`src/rtl/sliding_window_per_type_admission_top_defines.svh`:
```
// ----------------------------------------------------------------------------
// Assertion macros for the sliding-window per-type admission block
// Clocked on clk_i and disabled while rst_ni is low.
// ----------------------------------------------------------------------------
`ifndef SLIDING_WINDOW_PER_TYPE_ADMISSION_TOP_DEFINES_SVH
`define SLIDING_WINDOW_PER_TYPE_ADMISSION_TOP_DEFINES_SVH

// Property that must hold at every clock edge outside reset.
`define SWPTA_ASSERT(name, prop, msg) \
  name: assert property (@(posedge clk_i) disable iff (!rst_ni) prop) \
    else $error(msg);

// Condition at one edge that implies a condition at the next edge.
`define SWPTA_ASSERT_NEXT(name, pre, post, msg) \
  name: assert property (@(posedge clk_i) disable iff (!rst_ni) (pre) |=> (post)) \
    else $error(msg);

`endif

```
`src/rtl/swpta_pkg.sv`:
```
`timescale 1ns / 1ps
// ----------------------------------------------------------------------------
// swpta_pkg
// Shared constants, types and helpers of the sliding-window admission block.
// ----------------------------------------------------------------------------
package swpta_pkg;

  localparam int unsigned WINDOW_MAX = 1024;
  localparam int unsigned TYPE_COUNT = 1024;

  localparam int unsigned TYPE_W    = 10;
  localparam int unsigned CFG_W     = 11;
  localparam int unsigned CNT_W     = 11;
  localparam int unsigned TOTAL_W   = 16;
  localparam int unsigned CFG_IDX_W = 1;

  localparam int unsigned RING_AW = (WINDOW_MAX > 1) ? $clog2(WINDOW_MAX) : 1;
  localparam int unsigned SLOT_AW = $clog2(TYPE_COUNT);

  // Result queue between the decision stage and the output channel.
  localparam int unsigned OQ_DEPTH = 3;
  localparam int unsigned OQ_AW    = $clog2(OQ_DEPTH);
  localparam int unsigned OQ_CW    = $clog2(OQ_DEPTH + 1);

  localparam logic [CFG_W-1:0] WINDOW_LEN_RST   = CFG_W'(1024);
  localparam logic [CFG_W-1:0] MAX_PER_TYPE_RST = CFG_W'(1);

  typedef enum logic [CFG_IDX_W-1:0] {
    REG_WINDOW_LEN   = 1'b0,
    REG_MAX_PER_TYPE = 1'b1
  } cfg_reg_e;

  typedef struct packed {
    logic [TYPE_W-1:0] item_type;
    logic              kept;
  } ring_entry_t;

  // Count-table updates issued by the decision stage.
  typedef struct packed {
    logic               inc;
    logic               dec;
    logic [SLOT_AW-1:0] dec_slot;
  } count_upd_t;

  typedef struct packed {
    logic               discarded;
    logic [TOTAL_W-1:0] discard_total;
  } result_t;

  function automatic logic [SLOT_AW-1:0] to_slot(input logic [TYPE_W-1:0] t);
    return SLOT_AW'(t % TYPE_COUNT);
  endfunction

endpackage

```
`src/rtl/swpta_result_if.sv`:
```
`timescale 1ns / 1ps
// ----------------------------------------------------------------------------
// swpta_result_if
// Valid/ready channel carrying the admission result of one arrival.
// ----------------------------------------------------------------------------
interface swpta_result_if import swpta_pkg::*; ();
  logic               valid;
  logic               ready;
  logic               discarded;
  logic [TOTAL_W-1:0] discard_total;

  modport source (output valid, output discarded, output discard_total, input ready);
  modport sink   (input valid, input discarded, input discard_total, output ready);
endinterface

```
`src/rtl/swpta_outq.sv`:
```
`timescale 1ns / 1ps
// ----------------------------------------------------------------------------
// swpta_outq
// Small result queue that decouples the decision stage from the consumer.
// ----------------------------------------------------------------------------
module swpta_outq import swpta_pkg::*; (
  input  logic             clk_i,
  input  logic             rst_ni,
  input  logic             push_i,
  input  result_t          push_data_i,
  output logic [OQ_CW-1:0] count_o,
  swpta_result_if.source   result_o
);

  result_t          entries_q [OQ_DEPTH];
  logic [OQ_AW-1:0] wr_ptr_q, wr_ptr_d;
  logic [OQ_AW-1:0] rd_ptr_q, rd_ptr_d;
  logic [OQ_CW-1:0] cnt_q, cnt_d;
  logic             pop;

  always_comb begin
    pop      = result_o.valid && result_o.ready;
    wr_ptr_d = wr_ptr_q;
    rd_ptr_d = rd_ptr_q;
    if (push_i) begin
      wr_ptr_d = (wr_ptr_q == OQ_AW'(OQ_DEPTH - 1)) ? '0 : wr_ptr_q + OQ_AW'(1);
    end
    if (pop) begin
      rd_ptr_d = (rd_ptr_q == OQ_AW'(OQ_DEPTH - 1)) ? '0 : rd_ptr_q + OQ_AW'(1);
    end
    cnt_d = cnt_q + OQ_CW'(push_i) - OQ_CW'(pop);
  end

  always_ff @(posedge clk_i) begin
    if (push_i) begin
      entries_q[wr_ptr_q] <= push_data_i;
    end
  end

  always_ff @(posedge clk_i or negedge rst_ni) begin
    if (!rst_ni) begin
      wr_ptr_q <= '0;
      rd_ptr_q <= '0;
      cnt_q    <= '0;
    end else begin
      wr_ptr_q <= wr_ptr_d;
      rd_ptr_q <= rd_ptr_d;
      cnt_q    <= cnt_d;
    end
  end

  assign count_o                = cnt_q;
  assign result_o.valid         = (cnt_q != '0);
  assign result_o.discarded     = entries_q[rd_ptr_q].discarded;
  assign result_o.discard_total = entries_q[rd_ptr_q].discard_total;

endmodule

```
`src/flat_wrapper.sv`:
```
// flat-port wrapper written by rule: the top's interface ports become plain ports
module swpta_outq_flat import swpta_pkg::*;
  (clk_i, rst_ni, push_i, push_data_i, count_o, result_o_valid, result_o_discarded, result_o_discard_total, result_o_ready);
  swpta_result_if result_o_i ();
  input  logic clk_i;
  input  logic rst_ni;
  input  logic push_i;
  input  result_t push_data_i;
  output logic [OQ_CW-1:0] count_o;
  output wire logic [$bits(result_o_i.valid)-1:0] result_o_valid;
  output wire logic [$bits(result_o_i.discarded)-1:0] result_o_discarded;
  output wire logic [$bits(result_o_i.discard_total)-1:0] result_o_discard_total;
  input wire logic [$bits(result_o_i.ready)-1:0] result_o_ready;
  assign result_o_valid = result_o_i.valid;
  assign result_o_discarded = result_o_i.discarded;
  assign result_o_discard_total = result_o_i.discard_total;
  assign result_o_i.ready = result_o_ready;
  swpta_outq u_core (.clk_i(clk_i), .rst_ni(rst_ni), .push_i(push_i), .push_data_i(push_data_i), .count_o(count_o), .result_o(result_o_i));
endmodule
```
`config.mk`:
```
export PLATFORM = sky130hd
export DESIGN_NAME = swpta_outq_flat
export DESIGN_NICKNAME = d
export VERILOG_FILES = /design/src/rtl/sliding_window_per_type_admission_top_defines.svh /design/src/rtl/swpta_pkg.sv /design/src/rtl/swpta_result_if.sv /design/src/rtl/swpta_outq.sv /design/src/flat_wrapper.sv
export SDC_FILE = /design/constraint.sdc
export NUM_CORES = 1
export LEC_CHECK = 0
export ABC_CLOCK_PERIOD_IN_PS = 3100
export BUFFER_PORTS_ARGS = -buffer_cell sky130_fd_sc_hd__buf_4
export CORE_MARGIN = 1.5
export CORE_UTILIZATION = 50
export CTS_CLUSTER_DIAMETER = 60
export CTS_CLUSTER_SIZE = 8
export DETAILED_ROUTE_END_ITERATION = 10
export MAX_ROUTING_LAYER = met4
export PLACE_DENSITY = 0.73
export SLEW_MARGIN = 40
export SYNTH_ARGS = -nofsm -noshare
export SYNTH_HDL_FRONTEND = slang
export SYNTH_SLANG_ARGS = --single-unit
```
`constraint.sdc`:
```
create_clock -name clk_i -period 3.1 [get_ports clk_i]
set_input_delay 0.31 -clock clk_i [delete_from_list [all_inputs] [get_ports clk_i]]
set_output_delay 0.31 -clock clk_i [all_outputs]
set_load 0.05 [all_outputs]
```
==> results.py <==
metrics = {
    "run_status": {
        "status": "complete, no violations",
    },
    "worst_hold_path": {
        "hold_path.class": "primary input to flip-flop",
        "hold_end": "u_core.entries_q[0][9]",
        "hold_start": "push_data_i[9]",
        "hold_path_depth": 1,
    },
    "floorplan": {
        "fp.dieH_um": 69.4,
        "die-area_um2": 4810,
        "fp.dieW_um": 69.4,
        "rows": 23,
        "initial_core_util": 0.535,
        "ios": 41,
        "core_um2": 4120,
    },
    "global_route": {
        "grt_usage": 0.175,
        "antenna_found_initial": 0,
        "grt_pass1_wl_um": 5980,
        "grt_max_degree": 38,
        "gr-total-overflow": 0,
        "grt_pass1_vias": 1318,
    },
    "yosys": {
        "ys_warn_count": 0,
        "synth_edf_count": 51,
        "ys_types": 20,
        "yosys_register_bits": 57,
        "syn_nets": 157,
        "synthTopCellsByCount": "edfxtp_1, mux2i_1, nand2_1",
        "ys.flop_type": "edfxtp_1",
        "synth_top_area_frac": 0.695,
        "yosysSeqAreaShare": 0.764,
        "synth_area_leader_cell": "edfxtp_1",
        "syn_area_um2": 2200,
        "async_flop_share": 0.105,
        "yosys-top-cells-area": "edfxtp_1, mux2i_1, dfrtp_1",
        "syn_avg_cell_area_um2": 16.4,
        "synth.most_common_cell": "edfxtp_1",
        "syn-instance-count": 134,
    },
    "setup_path": {
        "cp_max_fo": 18,
        "worstPathRequired_ns": 2.79,
        "ff2ff_setup_slack_ns": 1.55,
        "path_cells": "mux2i_1 > o21ai_1 > buf_4",
        "cp.arrival_ns": 1.62,
        "timing.rr.end": "u_core.count_o[1]",
        "crit_path_max_incr_delay_ns": 0.70,
        "critPathLaunchType": "flip-flop",
        "path_class": "flip-flop to output pin",
        "r2r-start": "u_core.count_o[1]",
        "slowest_stage": "dfrtp_2",
        "crit_path_end_kind": "output pin",
        "r2r_cells": 7,
    },
    "clock_tree": {
        "cts_buffers": 9,
        "cts.sinks": 57,
        "cts_resized": 0,
        "htree_levels": 3,
        "cts-root-buf": "clkbuf_8",
        "cts.clk_slew.worst_paths_ns": 0.06,
        "ctsHoldBuffers": 1,
        "post_cts_buffers": 0,
        "clk-insertion-delay-late_ns": 0.33,
        "cts_tree": "yes",
        "clockBufferDepth": 2,
    },
    "place": {
        "portBuffers": 40,
        "dp_hpwl_um": 2260,
        "placed_cell_area_um2": 2580,
        "gp_congestion": 0.656,
        "dp.cells": 222,
    },
    "layout": {
        "finalInstanceArea_um2": 2740,
        "drive_gt1_frac": 0.339,
        "final_util": 0.667,
        "stdcell_count": 239,
        "nFillCells": 284,
        "multi_input_area_um2": 483,
        "num_antenna_cells": 0,
        "final-seq-area_um2": 1680,
        "area_growth_pct": 24.6,
        "nNetsFinal": 207,
    },
    "routing": {
        "detail_route.first_pass.iterations": 4,
        "ant_nets": 0,
        "post-route-drc-count": 0,
        "detail_route.vias_per_cell": 5.13,
        "wl_um": 3540,
        "vias": 1227,
        "drt_iter0_drc": 116,
        "wire_per_inst_um": 14.8,
    },
    "sta": {
        "tns_ns": 0,
        "clock_skew_ns": 0.00803,
        "whs_ns": 0.168,
        "hold_viol": 0,
        "min_period_ns": 1.93,
        "worst_slew_pin_slew_ns": 0.642,
        "fmax_mhz": 519,
        "maxSlewHeadroom": 0.572,
        "rsz0062_at_grt": "no",
        "fin_crit_sh": 0.622,
        "slew_violations": 0,
        "setup_viol": 0,
    },
    "power_and_ir_drop": {
        "p_switching_w": 0.00114,
        "power_density_nw_per_um2": 1020,
        "leakage_nw": 1.06,
        "irDropWorstVdd_mv": 0.573,
        "power.share.clock": 0.193,
        "p_int_w": 0.00165,
        "power.share.sequential": 0.409,
        "comb_power_share": 0.398,
        "p_sw_frac": 0.408,
    },
    "run": {
        "maxCapViolCount": 0,
    },
}
[layout make-up]
class,count,area share
Tap cell,50,0.0228
Clock inverter,2,0.00319
Clock buffer,14,0.0520
Timing Repair Buffer,45,0.127
Inverter,4,0.00547
Multi-Input combinational cell,67,0.176
Sequential cell,57,0.614
[cells in the final DEF (no fill, tap or decap), types with 2 or more instances in the layout]
| cell | count |
|---|---|
| buf_4 | 42 |
| buf_6 | 2 |
| clkbuf_1 | 5 |
| clkbuf_8 | 9 |
| dfrtp_1 | 4 |
| dfrtp_2 | 2 |
| edfxtp_1 | 51 |
| ha_1 | 2 |
| inv_1 | 4 |
| mux2_2 | 2 |
| mux2i_1 | 18 |
| nand2_1 | 18 |
| o21ai_1 | 17 |
| xnor2_1 | 2 |
[flip-flops by register name, summed over array words and instances (netlist names)]
signal / cells
u_core.entries_q: 51
u_core.rd_ptr_q: 2
u_core.wr_ptr_q: 2
u_core.count_o: 2
[power groups by stage]
| stage | Sequential (W) | Clock (W) | Combinational [W] |
|---|---|---|---|
| after floorplan | 0.00108 | 0 | 0.000882 |
| after global placement | 0.00115 | 0 | 0.00109 |
| after detailed placement | 0.00116 | 0 | 0.00112 |
| after CTS | 0.00115 | 0.000550 | 0.00113 |
| after global routing | 0.00117 | 0.000590 | 0.00118 |
| final | 0.00114 | 0.000541 | 0.00111 |
[worst max path at each step]
| stage | from | to | slack (ns) | cells past startpoint |
|---|---|---|---|---|
| after floorplan | u_core.wr_ptr_q[0] | u_core.entries_q[2][0] | 0.94 | 1 |
| after detailed placement | u_core.rd_ptr_q[0] | result_o_discard_total[6] | 1.50 | 3 |
| after global placement | u_core.rd_ptr_q[0] | result_o_discard_total[11] | 1.19 | 3 |
| final | u_core.rd_ptr_q[0] | result_o_discard_total[6] | 1.17 | 3 |
| after CTS | u_core.rd_ptr_q[0] | result_o_discard_total[6] | 1.13 | 3 |
| after global routing | u_core.rd_ptr_q[0] | result_o_discard_total[0] | 1.05 | 3 |
[worst max-delay path: cells and delay by family (launching register included)]
| kind | cells | cell delay, ns |
|---|---|---|
| AOI/OAI and AO/OA | 1 | 0.09 |
| buffers and inverters | 1 | 0.22 |
| DFF | 1 | 0.70 |
| muxes | 1 | 0.27 |
[logic make-up (layout without fill, tap and decap cells)]
group                      Yosys count  count (layout)  synth area share
and+or+nand+nor                     24              24            0.0534
muxes                               20              20            0.0920
xor gates and xnor gates             2               2           0.00796
AOI/OAI and AO/OA                   19              19            0.0460
buffers and inverters               10              65            0.0256
DFF                                 57              57             0.764
adders and majority gates            2               2            0.0114
[through the flow]
step	setup WS [ns]	total power, W
2_1_floorplan	0.945	0.00196
5_1_grt	1.05	0.00294
3_5_place_dp	1.50	0.00228
4_1_cts	1.13	0.00282
6_report	1.17	0.00280
3_3_place_gp	1.19	0.00224
[per-layer routing]
layer	vias up	wire (um)	GRT usage
met3	9	165	0.0538
met2	35	1930	0.292
met4	0	87	0.120
met5	-	0	-
met1	588	1360	0.174
li1	595	-	-
Note: power is estimated with default switching activity, not from simulation.
